**config.mk**
```make
export PLATFORM = sky130hd
export DESIGN_NAME = alphabet_vigenere_cipher_core
export DESIGN_NICKNAME = d
export VERILOG_FILES = /design/src/rtl/avc_pkg.sv /design/src/rtl/alphabet_vigenere_cipher_core.sv /design/src/rtl/avc_ctrl.sv /design/src/rtl/avc_datapath.sv
export SDC_FILE = /design/constraint.sdc
export NUM_CORES = 2
export LEC_CHECK = 0
export BUFFER_PORTS_ARGS = -buffer_cell sky130_fd_sc_hd__buf_4
export CAP_MARGIN = 20
export CORE_ASPECT_RATIO = 0.6
export CORE_MARGIN = 3
export CORE_UTILIZATION = 55
export CTS_CLUSTER_DIAMETER = 80
export DETAILED_ROUTE_END_ITERATION = 8
export GPL_ROUTABILITY_DRIVEN = 0
export HOLD_SLACK_MARGIN = 0.08
export PLACE_DENSITY = 0.7
export SYNTH_ARGS = -nofsm -noshare
export SYNTH_HDL_FRONTEND = slang
export SYNTH_SLANG_ARGS = --single-unit
export TNS_END_PERCENT = 20
```
**constraint.sdc**
```tcl
create_clock -name i_clk -period 20.9 [get_ports i_clk]
set_clock_uncertainty 0.15 [all_clocks]
set_input_delay 4.18 -clock i_clk [delete_from_list [all_inputs] [get_ports i_clk]]
set_output_delay 4.18 -clock i_clk [all_outputs]
set_load 0.05 [all_outputs]
```
**src/rtl/avc_pkg.sv**
```systemverilog
package avc_pkg;

    localparam int ALPHABET_DEPTH_DEF = 64;
    localparam int KEY_DEPTH_DEF      = 64;
    localparam int DEFAULT_SIZE       = 26;

    localparam logic [7:0] CHAR_UP_A = 8'h41;
    localparam logic [7:0] CHAR_UP_Z = 8'h5a;
    localparam logic [7:0] CHAR_LO_A = 8'h61;
    localparam logic [7:0] CHAR_LO_Z = 8'h7a;
    localparam logic [7:0] CHAR_TAB  = 8'h09;
    localparam logic [7:0] CHAR_CR   = 8'h0d;
    localparam logic [7:0] CHAR_SP   = 8'h20;
    localparam logic [7:0] CASE_GAP  = 8'h20;

    typedef enum logic [1:0] {
        OP_CLEAR  = 2'd0,
        OP_ALPHA  = 2'd1,
        OP_KEY    = 2'd2,
        OP_CIPHER = 2'd3
    } t_op;

    typedef enum logic [2:0] {
        ST_DONE      = 3'd0,
        ST_PASS      = 3'd1,
        ST_IGNORED   = 3'd2,
        ST_FULL      = 3'd3,
        ST_NOT_READY = 3'd4
    } t_status;

    typedef struct packed {
        t_op        operation;
        logic [7:0] character;
    } t_in_word;

    typedef struct packed {
        logic [7:0] result_char;
        t_status    status;
    } t_out_word;

    typedef enum logic [1:0] {
        S_IDLE,
        S_EVAL,
        S_MOD,
        S_FIN
    } t_state;

    typedef struct packed {
        logic capture;
        logic load_sh;
        logic sub_sh;
        logic calc_idx;
        logic finish;
    } t_dp_cmd;

    typedef struct packed {
        logic cipher_go;
        logic sh_ge_n;
        logic out_free;
    } t_dp_sts;

endpackage

```
**src/rtl/alphabet_vigenere_cipher_core.sv**
```systemverilog
// steps: capture, evaluate, for a ciphered word k shift reductions (one subtract per cycle) and the
// index, then finish into the output register; k is 0 unless the key was loaded against the default
// alphabet and letters came later (then at most 12)
// one word in flight; the next word is taken in the cycle after its result is stored, and the
// finish step waits while the result side stalls with a result still held
// reset: synchronous, active low; alphabet and key empty, key position 0, encrypt mode on
module alphabet_vigenere_cipher_core
    import avc_pkg::*;
#(
    parameter int ALPHABET_DEPTH = ALPHABET_DEPTH_DEF,
    parameter int KEY_DEPTH      = KEY_DEPTH_DEF
) (
    input  logic      i_clk,
    input  logic      i_rst_n,
    // configuration: encrypt mode
    input  logic      i_cfg_wr_en,
    input  logic      i_cfg_wr_data,
    // input words
    input  logic      i_in_valid,
    output logic      o_in_stall,
    input  t_in_word  i_in_word,
    // result words
    output logic      o_out_valid,
    input  logic      i_out_stall,
    output t_out_word o_out_word
);

    // command and status between the sequencer and the datapath
    t_dp_cmd dp_cmd;
    t_dp_sts dp_sts;

    // sequencer: capture, evaluate, reduce shift, finish into the output register
    avc_ctrl u_ctrl (
        .i_clk      (i_clk),
        .i_rst_n    (i_rst_n),
        .i_in_valid (i_in_valid),
        .o_in_stall (o_in_stall),
        .i_sts      (dp_sts),
        .o_cmd      (dp_cmd)
    );

    // datapath: alphabet memory with a reverse lookup memory and seen bits,
    // key shift memory, modular index unit and the output register
    avc_datapath #(
        .ALPHABET_DEPTH (ALPHABET_DEPTH),
        .KEY_DEPTH      (KEY_DEPTH)
    ) u_datapath (
        .i_clk         (i_clk),
        .i_rst_n       (i_rst_n),
        .i_cfg_wr_en   (i_cfg_wr_en),
        .i_cfg_wr_data (i_cfg_wr_data),
        .i_in_word     (i_in_word),
        .i_cmd         (dp_cmd),
        .o_sts         (dp_sts),
        .i_out_stall   (i_out_stall),
        .o_out_valid   (o_out_valid),
        .o_out_word    (o_out_word)
    );

endmodule

```
**src/rtl/avc_ctrl.sv**
```systemverilog
module avc_ctrl
    import avc_pkg::*;
(
    input  logic    i_clk,
    input  logic    i_rst_n,
    input  logic    i_in_valid,
    output logic    o_in_stall,
    input  t_dp_sts i_sts,
    output t_dp_cmd o_cmd
);

    t_state r_state;
    t_state n_state;

    always_ff @(posedge i_clk) begin
        if (!i_rst_n) begin
            r_state <= S_IDLE;
        end else begin
            r_state <= n_state;
        end
    end

    always_comb begin
        n_state    = r_state;
        o_cmd      = '0;
        o_in_stall = (r_state != S_IDLE);
        unique case (r_state)
            S_IDLE: begin
                if (i_in_valid) begin
                    o_cmd.capture = 1'b1;
                    n_state       = S_EVAL;
                end
            end
            S_EVAL: begin
                if (i_sts.cipher_go) begin
                    o_cmd.load_sh = 1'b1;
                    n_state       = S_MOD;
                end else begin
                    n_state = S_FIN;
                end
            end
            S_MOD: begin
                // reduce the key shift into the current alphabet size
                if (i_sts.sh_ge_n) begin
                    o_cmd.sub_sh = 1'b1;
                end else begin
                    o_cmd.calc_idx = 1'b1;
                    n_state        = S_FIN;
                end
            end
            S_FIN: begin
                if (i_sts.out_free) begin
                    o_cmd.finish = 1'b1;
                    n_state      = S_IDLE;
                end
            end
            default: begin
                n_state = S_IDLE;
            end
        endcase
    end

endmodule

```
**src/rtl/avc_datapath.sv**
```systemverilog
module avc_datapath
    import avc_pkg::*;
#(
    parameter int ALPHABET_DEPTH = ALPHABET_DEPTH_DEF,
    parameter int KEY_DEPTH      = KEY_DEPTH_DEF
) (
    input  logic      i_clk,
    input  logic      i_rst_n,
    input  logic      i_cfg_wr_en,
    input  logic      i_cfg_wr_data,
    input  t_in_word  i_in_word,
    input  t_dp_cmd   i_cmd,
    output t_dp_sts   o_sts,
    input  logic      i_out_stall,
    output logic      o_out_valid,
    output t_out_word o_out_word
);

    localparam int AW  = $clog2(ALPHABET_DEPTH);
    localparam int ACW = $clog2(ALPHABET_DEPTH + 1);
    localparam int SW  = (AW > 5) ? AW : 5;
    localparam int NW  = (ACW > 5) ? ACW : 5;
    localparam int KIW = (KEY_DEPTH > 1) ? $clog2(KEY_DEPTH) : 1;
    localparam int KCW = $clog2(KEY_DEPTH + 1);

    function automatic logic [7:0] fold_up(input logic [7:0] c);
        if (c >= CHAR_LO_A && c <= CHAR_LO_Z) begin
            return c - CASE_GAP;
        end
        return c;
    endfunction

    // memories
    logic [7:0]    r_alpha_mem [ALPHABET_DEPTH];
    logic [AW-1:0] r_look_mem  [256];
    logic [SW-1:0] r_key_mem   [KEY_DEPTH];

    logic [255:0]   r_seen;
    logic [ACW-1:0] r_alpha_cnt;
    logic [KCW-1:0] r_key_cnt;
    logic [KIW-1:0] r_key_pos;
    logic           r_encrypt;

    t_op           r_op;
    logic [7:0]    r_ch;
    logic [7:0]    r_up;
    logic [AW-1:0] r_look_rd;
    logic [SW-1:0] r_key_rd;
    logic [NW-1:0] r_sh;
    logic [NW-1:0] r_idx;
    logic [7:0]    r_alpha_rd;

    logic      r_out_valid;
    t_out_word r_out_word;

    logic          alpha_empty;
    logic          alpha_one;
    logic          key_ready;
    logic          found;
    logic [NW-1:0] pos;
    logic [NW-1:0] size_n;
    logic [NW:0]   idx_sum;
    logic [NW-1:0] n_idx;

    logic       do_clear;
    logic       do_alpha_wr;
    logic       do_key_wr;
    logic       do_advance;
    t_out_word  n_out_word;
    logic [7:0] mapped;
    logic [KIW:0]   kp_inc;
    logic [KIW-1:0] n_key_pos;

    assign alpha_empty = (r_alpha_cnt == '0);
    assign alpha_one   = (r_alpha_cnt == ACW'(1));
    assign key_ready   = !alpha_one && (r_key_cnt != '0);
    assign found       = alpha_empty ? (r_up >= CHAR_UP_A && r_up <= CHAR_UP_Z) : r_seen[r_up];
    assign pos         = alpha_empty ? NW'(r_up - CHAR_UP_A) : NW'(r_look_rd);
    assign size_n      = alpha_empty ? NW'(DEFAULT_SIZE) : NW'(r_alpha_cnt);

    assign o_sts.cipher_go = (r_op == OP_CIPHER) && key_ready && found;
    assign o_sts.sh_ge_n   = (r_sh >= size_n);
    assign o_sts.out_free  = !r_out_valid || !i_out_stall;

    // shifted index, both operands below the size so one correction suffices
    always_comb begin
        if (r_encrypt) begin
            idx_sum = {1'b0, pos} + {1'b0, r_sh};
        end else begin
            idx_sum = {1'b0, pos} + {1'b0, size_n} - {1'b0, r_sh};
        end
        if (idx_sum >= {1'b0, size_n}) begin
            n_idx = NW'(idx_sum - {1'b0, size_n});
        end else begin
            n_idx = NW'(idx_sum);
        end
    end

    always_comb begin
        do_clear    = 1'b0;
        do_alpha_wr = 1'b0;
        do_key_wr   = 1'b0;
        do_advance  = 1'b0;
        n_out_word.result_char = r_ch;
        n_out_word.status      = ST_DONE;
        mapped = alpha_empty ? (CHAR_UP_A + 8'(r_idx)) : r_alpha_rd;
        if (r_ch >= CHAR_LO_A && r_ch <= CHAR_LO_Z && mapped >= CHAR_UP_A
                && mapped <= CHAR_UP_Z) begin
            mapped = mapped + CASE_GAP;
        end
        kp_inc = {1'b0, r_key_pos} + (KIW+1)'(1);
        if (kp_inc >= (KIW+1)'(r_key_cnt)) begin
            n_key_pos = '0;
        end else begin
            n_key_pos = kp_inc[KIW-1:0];
        end
        case (r_op)
            OP_CLEAR: begin
                do_clear = 1'b1;
            end
            OP_ALPHA: begin
                if ((r_ch >= CHAR_TAB && r_ch <= CHAR_CR) || r_ch == CHAR_SP) begin
                    n_out_word.status = ST_IGNORED;
                end else if (r_seen[r_up]) begin
                    n_out_word.status = ST_IGNORED;
                end else if (r_alpha_cnt >= ACW'(ALPHABET_DEPTH)) begin
                    n_out_word.status = ST_FULL;
                end else begin
                    do_alpha_wr = 1'b1;
                end
            end
            OP_KEY: begin
                if (alpha_one) begin
                    n_out_word.status = ST_NOT_READY;
                end else if (!found) begin
                    n_out_word.status = ST_IGNORED;
                end else if (r_key_cnt >= KCW'(KEY_DEPTH)) begin
                    n_out_word.status = ST_FULL;
                end else begin
                    do_key_wr = 1'b1;
                end
            end
            default: begin
                if (!key_ready) begin
                    n_out_word.status = ST_NOT_READY;
                end else if (!found) begin
                    n_out_word.status = ST_PASS;
                end else begin
                    n_out_word.result_char = mapped;
                    do_advance             = 1'b1;
                end
            end
        endcase
    end

    // memory ports and payload registers
    always_ff @(posedge i_clk) begin
        if (i_cmd.capture) begin
            r_op      <= i_in_word.operation;
            r_ch      <= i_in_word.character;
            r_up      <= fold_up(i_in_word.character);
            r_look_rd <= r_look_mem[fold_up(i_in_word.character)];
            r_key_rd  <= r_key_mem[r_key_pos];
        end
        if (i_cmd.load_sh) begin
            r_sh <= NW'(r_key_rd);
        end else if (i_cmd.sub_sh) begin
            r_sh <= r_sh - size_n;
        end
        if (i_cmd.calc_idx) begin
            r_idx      <= n_idx;
            r_alpha_rd <= r_alpha_mem[n_idx[AW-1:0]];
        end
        if (i_cmd.finish && do_alpha_wr) begin
            r_alpha_mem[r_alpha_cnt[AW-1:0]] <= r_up;
            r_look_mem[r_up]                 <= r_alpha_cnt[AW-1:0];
        end
        if (i_cmd.finish && do_key_wr) begin
            r_key_mem[r_key_cnt[KIW-1:0]] <= SW'(pos);
        end
        if (i_cmd.finish) begin
            r_out_word <= n_out_word;
        end
    end

    always_ff @(posedge i_clk) begin
        if (!i_rst_n) begin
            r_seen      <= '0;
            r_alpha_cnt <= '0;
            r_key_cnt   <= '0;
            r_key_pos   <= '0;
            r_encrypt   <= 1'b1;
            r_out_valid <= 1'b0;
        end else begin
            if (i_cfg_wr_en) begin
                r_encrypt <= i_cfg_wr_data;
            end
            if (i_cmd.finish) begin
                r_out_valid <= 1'b1;
            end else if (!i_out_stall) begin
                r_out_valid <= 1'b0;
            end
            if (i_cmd.finish && do_clear) begin
                r_seen      <= '0;
                r_alpha_cnt <= '0;
                r_key_cnt   <= '0;
                r_key_pos   <= '0;
            end
            if (i_cmd.finish && do_alpha_wr) begin
                r_seen[r_up] <= 1'b1;
                r_alpha_cnt  <= r_alpha_cnt + ACW'(1);
            end
            if (i_cmd.finish && do_key_wr) begin
                r_key_cnt <= r_key_cnt + KCW'(1);
            end
            if (i_cmd.finish && do_advance) begin
                r_key_pos <= n_key_pos;
            end
        end
    end

    assign o_out_valid = r_out_valid;
    assign o_out_word  = r_out_word;

endmodule

```
=== Word level (Yosys, flattened, before mapping) ===
Memory sizes are Yosys's and may differ from the RTL's. A register that Yosys moved wholly into a read port is not among the register bits.
Index checks and enable logic that the tools add are counted.

* Register bits: 323
* Bits in writable memories: 2,432
* Output and inout port bits: 13
* Memories: 3

* $add $sub $neg: 12
* Magnitude comparators: 17
* Eq/ne operators: 12
* Muxes and demuxes: 71
* Bitwise logic cells: 1
* Reductions and logical operators: 30

{| class="wikitable"
|+ Memory list
! memory !! words !! bits a word !! rd ports !! clocked after memory_dff !! write ports !! line !! RTL
|-
| u_datapath.r_look_mem || 256 || 6 || 1 || 1 || 1 || avc_datapath.sv:35 || <nowiki>logic [AW-1:0] r_look_mem [256];</nowiki>
|-
| u_datapath.r_alpha_mem || 64 || 8 || 1 || 1 || 1 || avc_datapath.sv:34 || <nowiki>logic [7:0] r_alpha_mem [ALPHABET_DEPTH];</nowiki>
|-
| u_datapath.r_key_mem || 64 || 6 || 1 || 1 || 1 || avc_datapath.sv:36 || <nowiki>logic [SW-1:0] r_key_mem [KEY_DEPTH];</nowiki>
|}

{| class="wikitable"
|+ Operators with widths
! operator !! number
|-
| 256-bit 2-to-1 mux || 3
|-
| 256-bit bitwise OR || 1
|-
| 8-bit 2-to-1 mux || 9
|-
| 7-bit 2-to-1 mux || 6
|-
| 1-bit 2-to-1 mux || 33
|-
| 8-bit by 7-bit >= comparator with 1-bit output, second input constant || 4
|-
| 8-bit by 7-bit less-or-equal comparator with 1-bit output, second input constant || 4
|-
| 6-bit 2-to-1 mux || 5
|-
| 7-bit by 7-bit adder with 8-bit output || 2
|-
| 7-bit by 1-bit adder with 7-bit output, second input constant || 2
|-
| 7-bit >= comparator || 2
|-
| 7-bit >= comparator, second input constant || 2
|-
| 1-bit logical AND || 14
|-
| 2-bit 2-to-1 mux || 7
|-
| 7-bit subtractor || 2
|-
| 3-bit 2-to-1 mux || 4
|-
| 2-bit nonzero test || 5
|-
| 8-bit by 9-bit less-than comparator with 1-bit output, second input constant || 1
|-
| 3-bit one-hot mux with 3 select lines || 1
|-
| 7-bit by 7-bit adder with 8-bit output, first input constant || 1
|-
| 8-bit by 6-bit adder with 8-bit output, second input constant || 1
|-
| 1-bit binary-select mux with 8-bit select || 1
|-
| 1-bit demux with 8-bit select || 1
|-
| 2-bit == test, second input constant || 4
|-
| 21 further kinds || 28
|}

=== Longest topological paths before layout ===
* Depth after elaboration: 9
* Depth in mapped cells: 33
* Depth with buffers taken out: 26

=== Modules after synthesis ===
From an unflattened synthesis, not the netlist that was laid out.

* Cell total of the unflattened synthesis: 6,298
* Area total of the unflattened synthesis: 111,374.3 sq um

{| class="wikitable"
|+ Modules (own cells, without submodules)
! module !! times used !! cells an instance !! area each (sq um) !! sequential area each (sq um)
|-
| avc_datapath || 1 || 6,269 || 111,131.6 || 80,327.0
|-
| avc_ctrl || 1 || 29 || 242.7 || 40.0
|}

=== Worst setup path before layout ===
Ideal clock, no wire load.

* Path kind: reg-to-reg
* Start point: register u_datapath.r_alpha_cnt[0]
* End point: register u_datapath.r_alpha_rd[6], read port of u_datapath.r_alpha_mem (data pin)
* Arrival time: 11.463 ns
* Required time: 20.477 ns
* Path slack: 9.014 ns
* Stages on the path, launching flop included: 26
* Path buffers: 3
* Clock period less this slack: 11.886 ns
* Cell sequence: dfxtp_1 inv_1 ha_1 nand2_1 clkbuf_1 clkbuf_1 nand2_1 o21ai_0 inv_1 fa_1 inv_1 ha_1 a21oi_1 xnor2_1 mux2i_1 inv_1 ha_1 o21a_1 o31ai_1 a21oi_1 a211oi_4 mux2i_1 clkbuf_1 mux4_2 a2111oi_0 o22ai_1

* Cells in the longest elaborated chain, start to end: 7

{| class="wikitable"
|+ Ends and longest elaborated chain
! element !! line !! RTL
|-
| start: declaration || avc_datapath.sv:39 || <nowiki>logic [ACW-1:0] r_alpha_cnt;</nowiki>
|-
| start signal: assignment || avc_datapath.sv:211 || <nowiki>r_alpha_cnt <= r_alpha_cnt + ACW'(1);</nowiki>
|-
| 7-bit logical NOT * || avc_datapath.sv:74 || <nowiki>assign alpha_empty = (r_alpha_cnt == '0);</nowiki>
|-
| 7-bit 2-to-1 mux * || avc_datapath.sv:78 || <nowiki>assign pos = alpha_empty ? NW'(r_up - CHAR_UP_A) : NW'(r_look_rd);</nowiki>
|-
| named net u_datapath.pos[2] || avc_datapath.sv:60 || <nowiki>logic [NW-1:0] pos;</nowiki>
|-
| 7-bit by 7-bit adder with 8-bit output || avc_datapath.sv:90 || <nowiki>idx_sum = {1'b0, pos} + {1'b0, size_n} - {1'b0, r_sh};</nowiki>
|-
| 8-bit by 7-bit subtractor with 8-bit output || avc_datapath.sv:90 ||
|-
| 8-bit 2-to-1 mux * || avc_datapath.sv:87 || <nowiki>if (r_encrypt) begin</nowiki>
|-
| 8-bit by 7-bit >= comparator with 1-bit output * || avc_datapath.sv:92 || <nowiki>if (idx_sum >= {1'b0, size_n}) begin</nowiki>
|-
| 7-bit 2-to-1 mux * || avc_datapath.sv:92 ||
|-
| named net u_datapath.n_idx[1] || avc_datapath.sv:63 || <nowiki>logic [NW-1:0] n_idx;</nowiki>
|-
| end: declaration || avc_datapath.sv:51 || <nowiki>logic [7:0] r_alpha_rd;</nowiki>
|}

The timed path passes the listed nets; every way through them passes the cells marked *.
A chain may end at the register's enable or synchronous reset.

=== Worst setup path in the final report ===
* Start point: register u_datapath.r_alpha_cnt[3]
* End point: register u_datapath.r_alpha_rd[3], read port of u_datapath.r_alpha_mem (data pin)

* Cells in the longest elaborated chain, start to end: 7

{| class="wikitable"
|+ Ends and longest elaborated chain
! element !! line
|-
| 7-bit logical NOT * || avc_datapath.sv:74
|-
| 7-bit 2-to-1 mux * || avc_datapath.sv:78
|-
| named net u_datapath.pos[0] || avc_datapath.sv:60
|-
| 7-bit by 7-bit adder with 8-bit output || avc_datapath.sv:90
|-
| 8-bit by 7-bit subtractor with 8-bit output || avc_datapath.sv:90
|-
| 8-bit 2-to-1 mux * || avc_datapath.sv:87
|-
| 7-bit subtractor / 8-bit by 7-bit >= comparator with 1-bit output (equally long branches) || avc_datapath.sv:93, avc_datapath.sv:92
|-
| 7-bit 2-to-1 mux * || avc_datapath.sv:92
|}

Marked as above.

==> results.toml <==
[clock_network]
ctsHtreeMaxLevel = 4
clk_pin_slew_worst_paths_ns = 0.07
cts_buffer_depth = 4
post_cts.resized_instances = 0
cts_made_buffers = 236
tritoncts = "yes"
clk-insertion-delay-late_ns = 0.87
clk_sinks = 2770
post_cts_hold_buffer_count = 0
cts_root_buf = "sky130_fd_sc_hd__clkbuf_16"
cts_setup_buffers = 0

[drt]
firstDrtPassIters = 6
postRouteAntennaNets = 0
vias_per_cell = 6.54
postRouteWirelength_um = 264000
num_vias = 59200
drt_iter0_drc = 7911
drcViolationCount = 0
routedWlPerCell_um = 29.2

[worst_setup_path]
timing.rr.start = "u_datapath.r_alpha_cnt[3]$_SDFFE_PN0P_"
buffering_stage_count_on_the_worst_path_with_inverters_included = 6
flop2flop_setup_slack_ns = 10.03
crit_start = "u_datapath.r_alpha_cnt[3]$_SDFFE_PN0P_"
critPathMaxFanout = 91
r2r_end = "u_datapath.r_alpha_rd[3]$_DFFE_PP_"
cp_top_family = "buffers and inverters"
timing.critical_path.arrival_ns = 11.30
cp-start-kind = "flip-flop"
worst_setup_path_end_kind = "flip-flop"
worst_path_max_delay_cell = "sky130_fd_sc_hd__dfxtp_4"
cpPeakStageDelay_ns = 1.05
required_arrival_time_at_the_worst_endpoint_ns = 21.33
critical_path.most_common_cell = "sky130_fd_sc_hd__buf_4"
worst_r2r_path_depth = 25
type_of_the_setup_path_with_the_least_slack = "flip-flop to flip-flop"

[floorplanning]
floorplan.core_area_um2 = 198000
die_area_um2 = 207000
io-pin-count = 29
initial_utilization = 0.558
die_height_um = 353
die_w_um = 585
placement_rows = 126

[timing]
maxSlewViolCount = 0
fin_crit_sh = 0.520
maximum_clock_frequency_mhz = 92.0
fin_crit_ns = 10.87
setup_viol_count_final = 0
grt_setup_unrepaired = "false"
max-slew-margin-rel = 0.246
hold_viol_final = 0
transition_time_of_the_tightest_slew_check_pin_ns = 1.13
finalSetupTns_ns = 0

[job]
max-cap-violations = 0

[cells_and_area]
synthToLayoutAreaGrowth_pct = 10.0
layout_common_cells = "sky130_fd_sc_hd__edfxtp_1, sky130_fd_sc_hd__mux4_2, sky130_fd_sc_hd__nand2_1"
stdcell_count = 9050
fill_cells = 13800
share_of_layout_cells_above_drive_strength_1 = 0.197
nets = 6318
most_frequent_standard_cell_in_the_layout_excluding_fill_and_tap_cells = "sky130_fd_sc_hd__edfxtp_1"

[synthesis]
synth_warnings = 0
synth_async_sr_flop_share = 0
count_of_state_elements_after_synthesis = 2770
synth.area.top_cells = "sky130_fd_sc_hd__edfxtp_1, sky130_fd_sc_hd__mux4_2, sky130_fd_sc_hd__dfxtp_1"
number_of_nets_produced_by_synthesis = 6296
yosysTopAreaCell = "sky130_fd_sc_hd__edfxtp_1"
syn-instance-count = 6209
synth_top_area_frac = 0.675
synthesis.area_um2 = 111000
yosys_most_used_dff = "sky130_fd_sc_hd__edfxtp_1"
synthesis.area_per_instance_um2 = 17.8
sequential_area_share_after_synthesis = 0.726
synth.lib_cells_used.distinct = 74
synth_edf_count = 2489

[worst_hold_path]
hold_end = "u_datapath.r_seen[199]$_SDFF_PN0_"
min_path_type = "flip-flop to flip-flop"
holdPathStages = 2
hp-start = "u_datapath.r_seen[199]$_SDFF_PN0_"

[grt]
number_of_antenna_violations_at_the_first_check_in_global_routing = 8
via_count_of_the_first_global_routing_pass = 57200
grt_first_pass_wirelength_um = 392000
gr-usage-all-layers = 0.255
grt_max_degree = 205
overflow = 0

[status]
status = "finished clean"

[power]
ir_drop_v = 0.000191
power_density_nw_per_um2 = 116
total_leakage_power_uw = 0.0404

[place]
portBuffers = 28
hpwlAfterDp_um = 159000
dpl.cell_count = 8606
-- power by group --
| part | leakage [uW] | total, uW | internal, uW | switching (uW) |
|---|---|---|---|---|
| clock | 0.00378 | 4440 | 2470 | 1970 |
| combinational | 0.00961 | 3430 | 1110 | 2320 |
| sequential | 0.0270 | 6240 | 6200 | 45.9 |
-- how the worst max path moves through the flow --
stage / to / slack (ns) / cells past startpoint
after floorplan: u_datapath.r_alpha_rd[6]$_DFFE_PP_ / 9.01 / 25
after global placement: u_datapath.r_alpha_rd[3]$_DFFE_PP_ / 9.95 / 27
after detailed placement: u_datapath.r_alpha_rd[3]$_DFFE_PP_ / 9.76 / 27
after CTS: u_datapath.r_alpha_rd[3]$_DFFE_PP_ / 9.83 / 27
after global routing: u_datapath.r_alpha_rd[4]$_DFFE_PP_ / 9.44 / 25
final: u_datapath.r_alpha_rd[3]$_DFFE_PP_ / 10.03 / 25
-- layer usage --
layer | share of wire | GRT usage
met1 | 0.45 | 0.424
met2 | 0.42 | 0.343
met3 | 0.11 | 0.0613
met4 | 0.019 | 0.0515
met5 | 0.000049 | 0
-- cell usage after synthesis, drive strengths merged (17+ instances only) --
master	count
a211o	20
a211oi	25
a21oi	91
a22oi	20
a31oi	24
and2	20
and3	17
buf	143
clkbuf	243
dfxtp	281
edfxtp	2489
ha	61
inv	67
mux2i	202
mux4	680
nand2	583
nand3	133
nor2	411
nor2b	18
nor3	24
nor4	42
o21ai	317
o22ai	59
xnor2	22
-- sequential cells by signal, indices dropped and copies added, names as in the netlist --
signal,cells
u_datapath.r_alpha_rd,8
u_datapath.r_alpha_mem,512
u_datapath.r_key_pos,6
u_ctrl.r_state,2
u_datapath.r_alpha_cnt,7
u_datapath.r_key_rd,6
u_datapath.r_op,2
u_datapath.r_sh,7
u_datapath.r_key_mem,384
u_datapath.o_out_word,11
u_datapath.r_up,8
u_datapath.r_look_rd,6
u_datapath.r_look_mem,1536
u_datapath.o_out_valid,1
u_datapath.r_encrypt,1
u_datapath.r_idx,7
u_datapath.r_ch,3
u_datapath.r_key_cnt,7
u_datapath.r_seen,256
-- layout make-up --
class                      count  area [um2]  share of cell area
timing repair buffer         170        1460              0.0120
sequential                  2770       80400               0.660
clock inverter               130        1250              0.0102
tap                         2624        3280              0.0270
clock buffer                 301        6440              0.0529
multi-input combinational   2982       28700               0.235
inverter                      71         272             0.00223
antenna                        2        5.00           0.0000411
-- logic make-up (layout without fill, tap and decap cells) --
family / Yosys count / count (layout) / synth area share
other: 0 / 2 / 0
flip-flops: 2770 / 2770 / 0.726
multiplexers: 894 / 894 / 0.158
XOR/XNOR: 28 / 28 / 0.00222
AND/OR/NAND/NOR: 1304 / 1304 / 0.0498
AO/OA/AOI/OAI: 685 / 685 / 0.0381
buffers and inverters: 457 / 672 / 0.0172
adder cells (fa/ha/maj): 71 / 71 / 0.00870
-- per-stage QoR --
step | util | hold slack, ns | cell area [um2] | setup WS (ns) | total power, uW
after floorplan | - | 0.270 | 111000 | 9.01 | 8480
after global placement | 0.574 | 0.278 | 114000 | 9.95 | 9620
after detailed placement | 0.574 | 0.288 | 114000 | 9.76 | 9700
after CTS | 0.613 | 0.303 | 122000 | 9.83 | 14100
after global routing | 0.614 | 0.323 | 122000 | 9.44 | 14600
final | 0.614 | 0.304 | 122000 | 10.03 | 14100
-- worst min-delay path: cells and delay by family (launching register included) --
family / cells / cell delay (ns)
flops: 1 / 0.33
compound gates: 1 / 0.05
simple gates: 1 / 0.05
Note: power is estimated with default switching activity, not from simulation.
